### src/rtl/aipr_pkg.sv
// Shared types, codes and constants of the ASCII integer parser with range check.
// No dependencies; every other file of the block imports this package.
package aipr_pkg;

  localparam int unsigned VALUE_W = 64;
  localparam int unsigned COUNT_W = 5;
  localparam int unsigned CHAR_W = 8;
  localparam int unsigned CFG_IDX_W = 2;

  // Parse modes as written to the mode register.
  localparam logic [1:0] MODE_UDEC = 2'd0;
  localparam logic [1:0] MODE_SDEC = 2'd1;
  localparam logic [1:0] MODE_HEX = 2'd2;
  localparam logic [1:0] MODE_SPARE = 2'd3;

  // Configuration register indexes.
  localparam logic [CFG_IDX_W-1:0] REG_MODE = 2'd0;
  localparam logic [CFG_IDX_W-1:0] REG_MIN_VALUE = 2'd1;
  localparam logic [CFG_IDX_W-1:0] REG_MAX_VALUE = 2'd2;
  localparam logic [CFG_IDX_W-1:0] REG_MAX_LENGTH = 2'd3;

  localparam logic [CHAR_W-1:0] CHAR_ZERO = 8'h30;
  localparam logic [CHAR_W-1:0] CHAR_NINE = 8'h39;
  localparam logic [CHAR_W-1:0] CHAR_LOWER_A = 8'h61;
  localparam logic [CHAR_W-1:0] CHAR_LOWER_F = 8'h66;
  localparam logic [CHAR_W-1:0] CHAR_UPPER_A = 8'h41;
  localparam logic [CHAR_W-1:0] CHAR_UPPER_F = 8'h46;
  localparam logic [CHAR_W-1:0] CHAR_MINUS = 8'h2d;

  localparam logic [COUNT_W-1:0] HEX_CAP = 5'd16;
  localparam logic [COUNT_W-1:0] COUNT_MAX = 5'd31;
  localparam logic [COUNT_W-1:0] LENGTH_RESET = 5'd20;
  localparam logic [VALUE_W-1:0] SIGN_BIT = {1'b1, {(VALUE_W-1){1'b0}}};

  typedef struct packed {
    logic [VALUE_W-1:0] acc;
    logic [COUNT_W-1:0] count;
    logic               neg;
    logic               failed;
    logic               at_start;
  } parse_state_t;

  localparam parse_state_t PARSE_RESET = '{
    acc: '0, count: '0, neg: 1'b0, failed: 1'b0, at_start: 1'b1
  };

  // What a finished number hands to the range check.
  typedef struct packed {
    logic [VALUE_W-1:0] acc;
    logic               has_digits;
    logic               neg;
    logic               failed;
    logic [1:0]         mode;
  } parse_summary_t;

  typedef struct packed {
    logic       ok;
    logic [3:0] value;
  } digit_t;

  // The spare mode code behaves as unsigned decimal.
  function automatic logic [1:0] norm_mode(input logic [1:0] m);
    norm_mode = (m == MODE_SPARE) ? MODE_UDEC : m;
  endfunction

  function automatic digit_t decode_digit(input logic [CHAR_W-1:0] c, input logic hex);
    digit_t d;
    d.ok = 1'b0;
    d.value = 4'd0;
    if (c >= CHAR_ZERO && c <= CHAR_NINE) begin
      d.ok = 1'b1;
      d.value = 4'(c - CHAR_ZERO);
    end else if (hex && c >= CHAR_LOWER_A && c <= CHAR_LOWER_F) begin
      d.ok = 1'b1;
      d.value = 4'(c - CHAR_LOWER_A + 8'd10);
    end else if (hex && c >= CHAR_UPPER_A && c <= CHAR_UPPER_F) begin
      d.ok = 1'b1;
      d.value = 4'(c - CHAR_UPPER_A + 8'd10);
    end
    decode_digit = d;
  endfunction

endpackage

### src/rtl/aipr_ifs.sv
// Handshake interfaces of the parser: character input, result output, configuration writes.
// Depends on aipr_pkg for field widths.
interface aipr_char_if;
  import aipr_pkg::*;
  logic              valid;
  logic              ready;
  logic [CHAR_W-1:0] char_code;
  logic              last_char;
  modport source(output valid, output char_code, output last_char, input ready);
  modport sink(input valid, input char_code, input last_char, output ready);
endinterface

interface aipr_result_if;
  import aipr_pkg::*;
  logic               valid;
  logic               ready;
  logic [VALUE_W-1:0] number;
  logic               status;
  modport source(output valid, output number, output status, input ready);
  modport sink(input valid, input number, input status, output ready);
endinterface

interface aipr_cfg_if;
  import aipr_pkg::*;
  logic                 valid;
  logic                 ready;
  logic [CFG_IDX_W-1:0] reg_index;
  logic [VALUE_W-1:0]   data;
  modport source(output valid, output reg_index, output data, input ready);
  modport sink(input valid, input reg_index, input data, output ready);
endinterface

### src/rtl/ascii_integer_parser_range_check_unit.sv
// Top level of the ASCII integer parser with range check: registers, pipeline, handshakes.
// Depends on aipr_pkg, aipr_ifs, aipr_step and aipr_check.
//
//  channel  direction  payload                       transaction
//  chars    sink       char_code[7:0], last_char     valid && ready
//  result   source     number[63:0], status          valid && ready
//  cfg      sink       reg_index[1:0], data[63:0]    valid && ready (ready always high)
//
// One character per cycle sustained while the result side takes results; a final character
// passes through the check register (step result) and then the result register (checked
// value). The parse state updates in a single pass, which allows that rate.
// Synchronous active-high reset clears pipeline and parse state, presets the config regs.
// A stalled result holds the result register, then the check stage, then the input
// register; characters that are not final still drain into the parse state.
module ascii_integer_parser_range_check_unit (
  input logic clk,
  input logic rst,
  aipr_char_if.sink   chars,
  aipr_result_if.source result,
  aipr_cfg_if.sink    cfg
);
  import aipr_pkg::*;

  logic [1:0]         mode;
  logic [VALUE_W-1:0] min_value;
  logic [VALUE_W-1:0] max_value;
  logic [COUNT_W-1:0] max_length;

  logic              s1_valid;
  logic [CHAR_W-1:0] s1_char;
  logic              s1_last;
  logic              s1_adv;

  parse_state_t   state;
  parse_state_t   state_next;
  logic [1:0]     eff_mode;

  logic           s2_valid;
  parse_summary_t s2_sum;
  logic           s2_free;
  logic           out_free;

  logic [VALUE_W-1:0] chk_number;
  logic               chk_status;

  assign cfg.ready = 1'b1;

  always_ff @(posedge clk) begin
    if (rst) begin
      mode <= MODE_UDEC;
      min_value <= '0;
      max_value <= '1;
      max_length <= LENGTH_RESET;
    end else if (cfg.valid) begin
      unique case (cfg.reg_index)
        REG_MODE:       mode <= cfg.data[1:0];
        REG_MIN_VALUE:  min_value <= cfg.data;
        REG_MAX_VALUE:  max_value <= cfg.data;
        REG_MAX_LENGTH: max_length <= cfg.data[COUNT_W-1:0];
        default: ;
      endcase
    end
  end

  assign out_free = !result.valid || result.ready;
  assign s2_free = !s2_valid || out_free;
  // Only a final character needs room downstream.
  assign s1_adv = s1_valid && (!s1_last || s2_free);
  assign chars.ready = !s1_valid || s1_adv;

  always_ff @(posedge clk) begin
    if (rst) begin
      s1_valid <= 1'b0;
    end else if (chars.ready) begin
      s1_valid <= chars.valid;
    end
  end

  always_ff @(posedge clk) begin
    if (chars.ready && chars.valid) begin
      s1_char <= chars.char_code;
      s1_last <= chars.last_char;
    end
  end

  assign eff_mode = norm_mode(mode);

  aipr_step u_step (
    .cur        (state),
    .char_code  (s1_char),
    .mode       (eff_mode),
    .max_length (max_length),
    .nxt        (state_next)
  );

  always_ff @(posedge clk) begin
    if (rst) begin
      state <= PARSE_RESET;
    end else if (s1_adv) begin
      state <= s1_last ? PARSE_RESET : state_next;
    end
  end

  always_ff @(posedge clk) begin
    if (rst) begin
      s2_valid <= 1'b0;
    end else if (s2_free) begin
      s2_valid <= s1_adv && s1_last;
    end
  end

  always_ff @(posedge clk) begin
    if (s2_free && s1_adv && s1_last) begin
      s2_sum.acc <= state_next.acc;
      s2_sum.has_digits <= (state_next.count != '0);
      s2_sum.neg <= state_next.neg;
      s2_sum.failed <= state_next.failed;
      s2_sum.mode <= eff_mode;
    end
  end

  aipr_check u_check (
    .sum       (s2_sum),
    .min_value (min_value),
    .max_value (max_value),
    .number    (chk_number),
    .status    (chk_status)
  );

  always_ff @(posedge clk) begin
    if (rst) begin
      result.valid <= 1'b0;
    end else if (out_free) begin
      result.valid <= s2_valid;
    end
  end

  always_ff @(posedge clk) begin
    if (out_free && s2_valid) begin
      result.number <= chk_number;
      result.status <= chk_status;
    end
  end

  a_restart: assert property (@(posedge clk) disable iff (rst)
    s1_adv && s1_last |=> state.at_start)
    else $error("parse state not cleared after a final character");

  a_clean_start: assert property (@(posedge clk) disable iff (rst)
    state.at_start |-> (state.acc == '0 && state.count == '0 && !state.failed && !state.neg))
    else $error("parse state at start is not clean");

  a_error_zero: assert property (@(posedge clk) disable iff (rst)
    result.valid && result.status |-> result.number == '0)
    else $error("error result carries a nonzero number");

  a_check_hold: assert property (@(posedge clk) disable iff (rst)
    s2_valid && !out_free |=> s2_valid && $stable(s2_sum))
    else $error("check stage changed while the result was stalled");

endmodule

### src/rtl/aipr_step.sv
// One character step of the parser: sign, digit decode, length cap and overflow.
// Depends on aipr_pkg.
module aipr_step (
  input  aipr_pkg::parse_state_t        cur,
  input  logic [aipr_pkg::CHAR_W-1:0]   char_code,
  input  logic [1:0]                    mode,
  input  logic [aipr_pkg::COUNT_W-1:0]  max_length,
  output aipr_pkg::parse_state_t        nxt
);
  import aipr_pkg::*;

  logic               hex;
  digit_t             dig;
  logic [COUNT_W-1:0] cap;
  logic [COUNT_W-1:0] count_inc;
  logic [VALUE_W+3:0] dec_wide;

  assign hex = (mode == MODE_HEX);
  assign dig = decode_digit(char_code, hex);
  assign cap = (hex && max_length > HEX_CAP) ? HEX_CAP : max_length;
  assign count_inc = (cur.count < COUNT_MAX) ? cur.count + 5'd1 : cur.count;
  // acc * 10 + d as acc * 8 + acc * 2 + d; anything above bit 63 is overflow.
  assign dec_wide = {1'b0, cur.acc, 3'b000} + {3'b000, cur.acc, 1'b0}
                  + {{VALUE_W{1'b0}}, dig.value};

  always_comb begin
    nxt = cur;
    nxt.at_start = 1'b0;
    if (!cur.failed) begin
      if (cur.at_start && mode == MODE_SDEC && char_code == CHAR_MINUS) begin
        nxt.neg = 1'b1;
      end else if (!dig.ok) begin
        nxt.failed = 1'b1;
      end else begin
        nxt.count = count_inc;
        if (count_inc > cap) begin
          nxt.failed = 1'b1;
        end else if (hex) begin
          if (cur.acc[VALUE_W-1:VALUE_W-4] != 4'd0) begin
            nxt.failed = 1'b1;
          end else begin
            nxt.acc = {cur.acc[VALUE_W-5:0], dig.value};
          end
        end else begin
          if (dec_wide[VALUE_W+3:VALUE_W] != 4'd0) begin
            nxt.failed = 1'b1;
          end else begin
            nxt.acc = dec_wide[VALUE_W-1:0];
          end
        end
      end
    end
  end

endmodule

### src/rtl/aipr_check.sv
// Final check of a finished number: sign handling, signed or unsigned range compare.
// Depends on aipr_pkg.
module aipr_check (
  input  aipr_pkg::parse_summary_t      sum,
  input  logic [aipr_pkg::VALUE_W-1:0]  min_value,
  input  logic [aipr_pkg::VALUE_W-1:0]  max_value,
  output logic [aipr_pkg::VALUE_W-1:0]  number,
  output logic                          status
);
  import aipr_pkg::*;

  logic [VALUE_W-1:0] neg_val;
  logic [VALUE_W-1:0] val;
  logic               err;

  assign neg_val = '0 - sum.acc;

  always_comb begin
    err = sum.failed || !sum.has_digits;
    val = sum.acc;
    if (sum.mode == MODE_SDEC) begin
      if (sum.neg) begin
        if (sum.acc > SIGN_BIT) begin
          err = 1'b1;
        end
        val = neg_val;
      end else if (sum.acc[VALUE_W-1]) begin
        err = 1'b1;
      end
      if ($signed(val) < $signed(min_value) || $signed(val) > $signed(max_value)) begin
        err = 1'b1;
      end
    end else begin
      // A minus sign taken in signed mode and finished in another mode is an error.
      if (sum.neg || val < min_value || val > max_value) begin
        err = 1'b1;
      end
    end
    number = err ? '0 : val;
    status = err;
  end

endmodule

### src/flat_wrapper.sv
// flat-port wrapper written by rule: the top's interface ports become plain ports
module ascii_integer_parser_range_check_unit_flat import aipr_pkg::*;
  (clk, rst, chars_valid, chars_char_code, chars_last_char, chars_ready, result_valid, result_number, result_status, result_ready, cfg_valid, cfg_reg_index, cfg_data, cfg_ready);
  aipr_char_if chars_i ();
  aipr_result_if result_i ();
  aipr_cfg_if cfg_i ();
  input logic clk;
  input logic rst;
  input wire logic [$bits(chars_i.valid)-1:0] chars_valid;
  input wire logic [$bits(chars_i.char_code)-1:0] chars_char_code;
  input wire logic [$bits(chars_i.last_char)-1:0] chars_last_char;
  output wire logic [$bits(chars_i.ready)-1:0] chars_ready;
  output wire logic [$bits(result_i.valid)-1:0] result_valid;
  output wire logic [$bits(result_i.number)-1:0] result_number;
  output wire logic [$bits(result_i.status)-1:0] result_status;
  input wire logic [$bits(result_i.ready)-1:0] result_ready;
  input wire logic [$bits(cfg_i.valid)-1:0] cfg_valid;
  input wire logic [$bits(cfg_i.reg_index)-1:0] cfg_reg_index;
  input wire logic [$bits(cfg_i.data)-1:0] cfg_data;
  output wire logic [$bits(cfg_i.ready)-1:0] cfg_ready;
  assign chars_i.valid = chars_valid;
  assign chars_i.char_code = chars_char_code;
  assign chars_i.last_char = chars_last_char;
  assign chars_ready = chars_i.ready;
  assign result_valid = result_i.valid;
  assign result_number = result_i.number;
  assign result_status = result_i.status;
  assign result_i.ready = result_ready;
  assign cfg_i.valid = cfg_valid;
  assign cfg_i.reg_index = cfg_reg_index;
  assign cfg_i.data = cfg_data;
  assign cfg_ready = cfg_i.ready;
  ascii_integer_parser_range_check_unit u_core (.clk(clk), .rst(rst), .chars(chars_i), .result(result_i), .cfg(cfg_i));
endmodule
### config.mk
export PLATFORM = sky130hd
export DESIGN_NAME = ascii_integer_parser_range_check_unit_flat
export DESIGN_NICKNAME = d
export VERILOG_FILES = /design/src/rtl/aipr_pkg.sv /design/src/rtl/aipr_ifs.sv /design/src/rtl/ascii_integer_parser_range_check_unit.sv /design/src/rtl/aipr_step.sv /design/src/rtl/aipr_check.sv /design/src/flat_wrapper.sv
export SDC_FILE = /design/constraint.sdc
export NUM_CORES = 1
export LEC_CHECK = 0
export ABC_CLOCK_PERIOD_IN_PS = 12100
export BUFFER_PORTS_ARGS = -buffer_cell sky130_fd_sc_hd__buf_2
export CAP_MARGIN = 20
export CORE_MARGIN = 2
export CORE_UTILIZATION = 64
export DETAILED_ROUTE_END_ITERATION = 8
export GPL_ROUTABILITY_DRIVEN = 0
export PLACE_DENSITY = 0.83
export SYNTH_ARGS = -nofsm -noshare
export SYNTH_HDL_FRONTEND = slang
export SYNTH_HIERARCHICAL = 1
export SYNTH_SLANG_ARGS = --single-unit
export TNS_END_PERCENT = 20
### constraint.sdc
create_clock -name clk -period 12.1 [get_ports clk]
set_input_delay 2.42 -clock clk [delete_from_list [all_inputs] [get_ports clk]]
set_output_delay 2.42 -clock clk [all_outputs]
set_load 0.03 [all_outputs]
==> impl_results.md, run 1 <==
- Status: finished clean
- RR Startpoint: u_core/mode[0]$_SDFFE_PP0P_
- R2R Setup Slk: 4.77 ns
- Reported net switching power: 0.737 mW
- Seq pwr share: 46.2%
- Setup WS post-layout: 4.77 ns
- YS warnings: 6
- #FFs+latches synth: 353
- EDFF count, synth: between 100 and 150
- TritonCTS clock tree: done
- Largest net degree at the start of global routing: roughly 110
- Comb power frac: roughly a tenth
- Residual DRC count: 0
- Initial antenna violation count: 0
- Vias in the first global route: roughly 25000
- Buffers on Ports: roughly 150
- Int Pwr: between 2 and 2.5 mW
- CTS Sinks: roughly 350
- Synth area leaders: ha_1 (18%), edfxtp_1 (16%), dfxtp_1 (15%)
- Hold Startpoint: u_core/min_value[31]$_SDFFE_PP0P_
- Core area: between 40000 and 50000 um^2
- WS Path Type: register to register
- Clock Skews: 0.0293 ns
- Overall Global Routing Usage: 36.6%
- Total Neg Setup Slack: 0 ns
- Violation count after the first detailed-route iteration: roughly 3200
- Drt pass-1 iters: 6
- Layout net count: 3695
- Max VDD drop: 98.3 uV
- Pre-CTS setup slack: about 5.1 ns
- Static Leakage: about 12 nW
- Syn Nets: between 3000 and 4000
- Clock tree buffer depth: 3
- CTS resizes: 0
- Later-pin clock latency in the skew report: slightly below 0.6 ns
- WL/cell: between 20 and 25 um
- CP endpoint kind: register
- Power per Cell Area: between 90 and 100 nW/um^2
- Final period util: approximately 61%
- Routed WL: around 83000 um
- R2R Path End: u_core/state[15]$_SDFFE_PP0N_
- Cts hold-fix bufs: 0
- CP arrival: ~7.8 ns
- Cell variety after synth: 93
- Postcts setup bufs: 0
- Sequential fraction of the synthesis area: between 30% and 40%
- Avg Cell Area, Syn: approximately 8.6 um^2
- Total CTS buffers: 39
- Clock transition at the registers of the reported paths: about 0.06 ns
- Area Growth Syn to Fin: 7.82%
- Req. time, crit path: 12.56 ns
- Chip width: ~210 um
- Post-Syn Instances: 3179
- Grt total ovfl: 0
- Root Buffer: clkbuf_16
- Antenna Nets Post-Route: 0
- Final hold vios: 0
- Main flop type after synthesis: dfxtp_1
- Max-slew violations: 0
- Switching fraction of total power: 26.2%
- MaxCap Viol Count: 0
- Initial Util: between 60% and 70%
- Slew headroom: 15.4%
- Worst Hold Class: register to register
- Row Count: 75
- F_max: around 140 MHz
- H-Tree Depth: 2
- Most frequent cells in the layout: nand2_1 (393), a21oi_1 (391), ha_1 (391)
- Crit path time final: about 7.3 ns
- Share of cells above drive strength 1: ~8.7%
- Die height: 210 um
- Worst Hold Path EP: u_core/min_value[31]$_SDFFE_PP0P_
- DPL Wire Length: 61300 um
- Antenna cells: 0
- Vias per cell: between 6 and 7
- Worst Hold Depth: 2
- Register-to-Register Path Depth: 22
- Worst Path Max Fanout: 21
- Worst-Margin Slew: roughly 1.3 ns
- Async SR Flop Fraction: 0%
- Most common cell after layout, fill and taps aside: nand2_1
- IO Count: approximately 150
- Part of the power in the clock network: 43.4%
- Overall power: approximately 2.8 mW
- Synthesized area: approximately 27000 um^2
- Via count: ~26000
- First-pass GRT wire length: roughly 130000 um
- Area leader, netlist: ha_1
- Die area: approximately 44000 um^2
- Synth top area share: about 18%
- Final setup vio count: 0
- RSZ-0062 raised after global routing: false
- CP startpoint kind: register
cells by family (layout without fill, tap and decap cells):
family	Yosys count	in the layout	synth area share (%)
adder cells (fa/ha/maj)	393	393	18.1
flip-flops	353	353	31.2
AO/OA/AOI/OAI	920	920	21.9
AND/OR/NAND/NOR	964	964	16.6
multiplexers	13	13	0.487
buffers and inverters	349	422	5.66
other	2	2	0.0276
XOR/XNOR	185	185	5.96
how the worst max path moves through the flow:
stage                                      startpoint                                end  slack, ns  depth (start not counted)
after floorplan                          result_ready  u_core/result.number[0]$_DFFE_PP_       6.04                          2
after global placement    u_core/mode[0]$_SDFFE_PP0P_      u_core/state[45]$_SDFFE_PP0N_       5.24                         22
after detailed placement  u_core/mode[0]$_SDFFE_PP0P_      u_core/state[17]$_SDFFE_PP0N_       5.12                         22
after CTS                 u_core/mode[0]$_SDFFE_PP0P_      u_core/state[15]$_SDFFE_PP0N_       5.00                         22
after global routing      u_core/mode[0]$_SDFFE_PP0P_      u_core/state[12]$_SDFFE_PP0N_       4.50                         22
final                     u_core/mode[0]$_SDFFE_PP0P_      u_core/state[15]$_SDFFE_PP0N_       4.77                         22
area by class of cell:
class	instances	area (um^2)
clock inverter	20	209
inverter	178	668
tap	539	674
timing repair buffer	173	952
multi-input combinational	2477	17200
clock buffer	51	1090
sequential	353	8500
fill	3155	12600
flip-flops by register name, indices dropped and copies added (netlist names):
name / count
u_core/state: 72
u_core/s2_sum: 69
u_core/max_value: 64
u_core/min_value: 64
u_core/result.number: 64
u_core/s1_char: 8
u_core/max_length: 5
u_core/mode: 2
u_core/result.status: 1
u_core/result.valid: 1
u_core/s1_last: 1
u_core/s1_valid: 1
u_core/s2_valid: 1
power by group through the flow:
stage | logic [mW] | registers, mW | clock network, mW
2_1_floorplan | 0.191 | 1.32 | 0
3_3_place_gp | 0.263 | 1.32 | 0
3_5_place_dp | 0.280 | 1.33 | 0
4_1_cts | 0.283 | 1.30 | 1.23
5_1_grt | 0.318 | 1.30 | 1.28
6_report | 0.292 | 1.30 | 1.22
worst max-delay path, stage by stage (launching register included):
cell and delay, ns:
dfxtp_1 0.35, nor2b_1 0.26, nand2b_1 0.63, nor3_1 0.09
and4b_1 0.28, nor2b_1 0.15, o21ai_0 0.14, o21ai_0 0.18
ha_1 0.33, ha_1 0.26, fa_1 0.45, a211oi_2 0.28
o211a_1 0.22, nor3_1 0.10, o311a_1 0.35, o2111a_1 0.25
or4_1 0.43, a211oi_2 0.35, and2_1 0.18, buf_4 0.25
nand3_1 0.85, o221a_2 0.61, a22o_1 0.21
synth_stat cells, types with 48 or more instances:
cell / count
nand2_1: 393
a21oi_1: 391
ha_1: 391
dfxtp_1: 210
nor2_1: 185
inv_1: 178
edfxtp_1: 143
o21ai_0: 120
xnor2_1: 116
nor3_1: 109
clkbuf_1: 88
a22o_1: 84
xor2_1: 69
nand4_1: 65
buf_2: 48
metrics by stage:
stage                     std cells  area [um^2]  utilization (%)  hold slack [ns]
after floorplan                3179        27200                -            0.431
after detailed placement       3719        28000             66.8            0.448
after CTS                      3790        29300             69.9            0.456
final                          3791        29300             69.9            0.455
after global routing           3791        29300             69.9            0.477
after global placement         3718        28000             66.8            0.444
per-layer routing:
layer,vias up,track usage [%],part of all wire (%)
met5,-,0,0
met4,0,17.5,5.2
met3,332,7.33,11
met2,1693,57.9,44
met1,12200,48.0,40
li1,11700,-,-
(Power assumes the default switching activity.)
==> run 2, diff against run 1 <==
--- a/config.mk
+++ b/config.mk
@@ -5,14 +5,15 @@
 export SDC_FILE = /design/constraint.sdc
 export NUM_CORES = 1
 export LEC_CHECK = 0
-export ABC_CLOCK_PERIOD_IN_PS = 12100
+export ABC_AREA = 1
+export ABC_CLOCK_PERIOD_IN_PS = 6380
 export BUFFER_PORTS_ARGS = -buffer_cell sky130_fd_sc_hd__buf_2
 export CAP_MARGIN = 20
 export CORE_MARGIN = 2
-export CORE_UTILIZATION = 64
+export CORE_UTILIZATION = 57
 export DETAILED_ROUTE_END_ITERATION = 8
 export GPL_ROUTABILITY_DRIVEN = 0
-export PLACE_DENSITY = 0.83
+export PLACE_DENSITY = 0.78
 export SYNTH_ARGS = -nofsm -noshare
 export SYNTH_HDL_FRONTEND = slang
 export SYNTH_HIERARCHICAL = 1
==> constraint.sdc (replaced) <==
create_clock -name clk -period 6.38 [get_ports clk]
set_input_delay 1.276 -clock clk [delete_from_list [all_inputs] [get_ports clk]]
set_output_delay 1.276 -clock clk [all_outputs]
set_load 0.03 [all_outputs]
==> run 2 against run 1 <==
Synthesized cell count is 35% higher. Die area is 23% higher. Fmax is 43% higher. Clock skew is 0.012 ns lower. Utilization is 7.3 points lower. Non-clock buffer count is 5 lower. Via count is 12% higher. Cell count is 34% higher. Power is 95% higher. Global-route usage is 3.8 points lower. Critical path depth is 5 higher. Largest cell class unchanged.
==> impl_results.md, run 2 <==
- Status: finished clean (unchanged)
- MaxCap Viol Count: 0 (unchanged)
- Grt total ovfl: 0 (unchanged)
- Overall Global Routing Usage: 32.7% (was 36.6%)
- Sequential fraction of the synthesis area: 28.5% (was 31.2%)
- Largest net degree at the start of global routing: 90 (was 112)
- Die height: 233 um (was 210 um)
- Chip width: 233 um (was 210 um)
- Root Buffer: clkbuf_16 (unchanged)
- Max reg flops: 72 (unchanged)
- Power per Cell Area: 170 nW/um^2 (was 96.0 nW/um^2)
- Postcts setup bufs: 0 (unchanged)
- Cell variety after synth: 62 (was 93)
- Drt pass-1 iters: 6 (unchanged)
- Clock transition at the registers of the reported paths: 0.06 ns (about the same)
- Row Count: 83 (was 75)
- EDFF count, synth: 143 (unchanged)
- Worst Hold Class: register to register (unchanged)
- Critical path origin: u_core/s2_sum[9]$_DFFE_PP_ (was u_core/mode[0]$_SDFFE_PP0P_)
- Residual DRC count: 0 (unchanged)
- Synth area leaders: ha_1 (16%), nand2_1 (16%), edfxtp_1 (14%) (was ha_1 (18%), edfxtp_1 (16%), dfxtp_1 (15%))
- H-Tree Depth: 2 (unchanged)
- Reported net switching power: 1.46 mW (was 0.737 mW)
- Most frequent cells after synthesis: nand2_1 (1254), inv_1 (479), nor2_1 (415) (was nand2_1 (393), a21oi_1 (391), ha_1 (391))
- Initial antenna violation count: 0 (unchanged)
- Avg Cell Area, Syn: 6.96 um^2 (was 8.56 um^2)
- TritonCTS clock tree: done (unchanged)
- Clock tree buffer depth: 3 (unchanged)
- Static Leakage: 16.0 nW (was 12.3 nW)
- Synthesized area: 29900 um^2 (was 27200 um^2)
- Req. time, crit path: 6.69 ns (was 12.56 ns)
- RR Startpoint: u_core/s2_sum[9]$_DFFE_PP_ (was u_core/mode[0]$_SDFFE_PP0P_)
- Post-Syn Instances: 4290 (was 3179)
- IO Count: 148 (unchanged)
- Syn Nets: 4763 (was 3652)
- CP arrival: 5.44 ns (was 7.79 ns)
- Worst Path Max Fanout: 29 (was 21)
- Most common cell in the netlist: nand2_1 (unchanged)
- Layout net count: 4845 (was 3695)
- Die area: 54200 um^2 (was 44200 um^2)
- Synth top area share: 16.4% (was 18.0%)
- Final setup vio count: 0 (unchanged)
- Violation count after the first detailed-route iteration: 2988 (was 3212)
- Most common cell after layout, fill and taps aside: nand2_1 (unchanged)
- Async SR Flop Fraction: 0% (unchanged)
- CTS Sinks: 353 (unchanged)
- Routed WL: 89900 um (was 83500 um)
- Setup WS post-layout: 1.25 ns (was 4.77 ns)
- Final period util: 80.4% (was 60.6%)
- Via count: 29200 (was 26000)
- Seq pwr share: 44.8% (was 46.2%)
- Final hold vios: 0 (unchanged)
- Max-slew violations: 0 (unchanged)
- Part of the power in the clock network: 43.6% (was 43.4%)
- WHS: 0.465 ns (was 0.455 ns)
- Area leader, netlist: ha_1 (unchanged)
- Max VDD drop: 179 uV (was 98.3 uV)
- WL/cell: 17.7 um (was 22.0 um)
- Buffers on Ports: 146 (unchanged)
- Largest register by flop count: u_core/state (unchanged)
- Antenna Nets Post-Route: 0 (unchanged)
- Antenna cells: 0 (unchanged)
- #FFs+latches synth: 353 (unchanged)
- Main flop type after synthesis: dfxtp_1 (unchanged)
- Int Pwr: 4.03 mW (was 2.08 mW)
- Overall power: 5.49 mW (was 2.82 mW)
- Share of cells above drive strength 1: 9.55% (was 8.70%)
- Clock Skews: 0.0172 ns (was 0.0293 ns)
- DPL Wire Length: 69000 um (was 61300 um)
- Vias in the first global route: 27000 (was 24700)
- Area Growth Syn to Fin: 8.06% (was 7.82%)
- Crit path time final: 5.13 ns (was 7.33 ns)
- Comb power frac: 11.6% (was 10.4%)
- Total Neg Setup Slack: 0 ns (unchanged)
- RSZ-0062 raised after global routing: false (unchanged)
- WS Path Type: register to register (unchanged)
- Later-pin clock latency in the skew report: 0.58 ns (about the same)
- Biggest regs: u_core/state: 72 flops, u_core/s2_sum: 69 flops (unchanged)
- Initial Util: 58.0% (was 64.9%)
- CTS resizes: 0 (unchanged)
- Core area: 51500 um^2 (was 41900 um^2)
- Cts hold-fix bufs: 0 (unchanged)
- Worst-Margin Slew: 1.12 ns (was 1.26 ns)
- Total CTS buffers: 38 (was 39)
- First-pass GRT wire length: 142000 um (was 130000 um)
- Vias per cell: 5.75 (was 6.85)
- Pre-CTS setup slack: 1.41 ns (was 5.12 ns)
- Hold Startpoint: u_core/state[2]$_SDFFE_PP0N_ (was u_core/min_value[31]$_SDFFE_PP0P_)
- Most frequent cells in the layout: nand2_1 (1253), inv_1 (478), nor2_1 (411) (was nand2_1 (393), a21oi_1 (391), ha_1 (391))
- YS warnings: 6 (unchanged)
- Switching fraction of total power: 26.6% (was 26.2%)
- CP startpoint kind: register (unchanged)
- F_max: 195 MHz (was 136 MHz)
- CP endpoint kind: register (unchanged)
- Slew headroom: 24.7% (was 15.4%)
## run 2: changes by cell type after synthesis, sizes merged, moves of 46 or more
| cell | delta |
|---|---|
| a22o | -84 |
| nor2 | +308 |
| xnor2 | -81 |
| o31ai | -46 |
| nor3 | -61 |
| o21ai | +143 |
| a22oi | +57 |
| inv | +323 |
| nand3 | +149 |
| a21oi | -100 |
| nand2 | +900 |
## run 2: critical path, stage by stage (launching register included)
cell and delay [ns]:
edfxtp_1 0.50, inv_1 0.17, nand2_1 0.08, nor2_2 0.15
nand4_1 0.14, nor2_2 0.27, nand2_1 0.18, inv_1 0.16
nand2_1 0.17, o21ai_0 0.34, xor2_1 0.20, ha_1 0.34
nand2_1 0.07, nor2_2 0.10, nand4_1 0.22, inv_1 0.10
nand2_1 0.06, nor2_2 0.13, nand2_1 0.07, o21ai_0 0.09
nor2_1 0.09, nand3_1 0.09, nand2_1 0.07, nand3_1 0.08
nand2_1 0.08, nand2_4 0.49, buf_4 0.33, nor2_1 0.07
## run 2: kinds of logic after synthesis
kind of cell / share of synthesized area [%]
other: 0.0251
flip-flops: 28.5
adder cells (fa/ha/maj): 16.5
multiplexers: 0.168
AO/OA/AOI/OAI: 13.0
AND/OR/NAND/NOR: 30.0
XOR/XNOR: 3.08
buffers and inverters: 8.79
## run 2: path summary, 6_finish.rpt
| path | end | slack (ns) | cells past startpoint |
|---|---|---|---|
| min | u_core/state[2]$_SDFFE_PP0N_ | 0.47 | 2 |
| max | u_core/result.number[60]$_DFFE_PP_ | 1.25 | 27 |
| max reg2reg | u_core/result.number[60]$_DFFE_PP_ | 1.25 | 27 |
| min reg2reg | u_core/state[2]$_SDFFE_PP0N_ | 0.47 | 2 |
## run 2: power groups by stage
| stage | logic, mW | registers [mW] | clock network, mW |
|---|---|---|---|
| 2_1_floorplan | 0.436 | 2.50 | 0 |
| 3_3_place_gp | 0.604 | 2.50 | 0 |
| 3_5_place_dp | 0.619 | 2.51 | 0 |
| 4_1_cts | 0.623 | 2.46 | 2.42 |
| 5_1_grt | 0.714 | 2.47 | 2.51 |
| 6_report | 0.638 | 2.46 | 2.40 |
## run 2: per-stage QoR
step                      instances  cell area [um^2]  utilization, %
after floorplan                4290             29900               -
after global placement         5011             30900            60.0
after detailed placement       5011             30900            60.0
after CTS                      5078             32300            62.6
after global routing           5079             32300            62.7
final                          5079             32300            62.7
## run 2: final cells by class
| cell class | instances | area [um^2] |
|---|---|---|
| clock buffers | 46 | 1040 |
| clock inverters | 21 | 305 |
| fillers | 4661 | 19200 |
| inverters | 501 | 1880 |
| multi-input cells | 3310 | 18800 |
| flip-flops and latches | 353 | 8500 |
| well taps | 680 | 851 |
| repair buffers | 168 | 908 |
## run 2: routing by layer
metal | part of all wire [%] | global-route usage, % | vias to the layer above
met5 | 0 | 0 | -
met4 | 4.5 | 14.6 | 0
met3 | 9.3 | 4.50 | 212
met2 | 43 | 50.9 | 1442
met1 | 43 | 45.2 | 13300
li1 | - | - | 14200
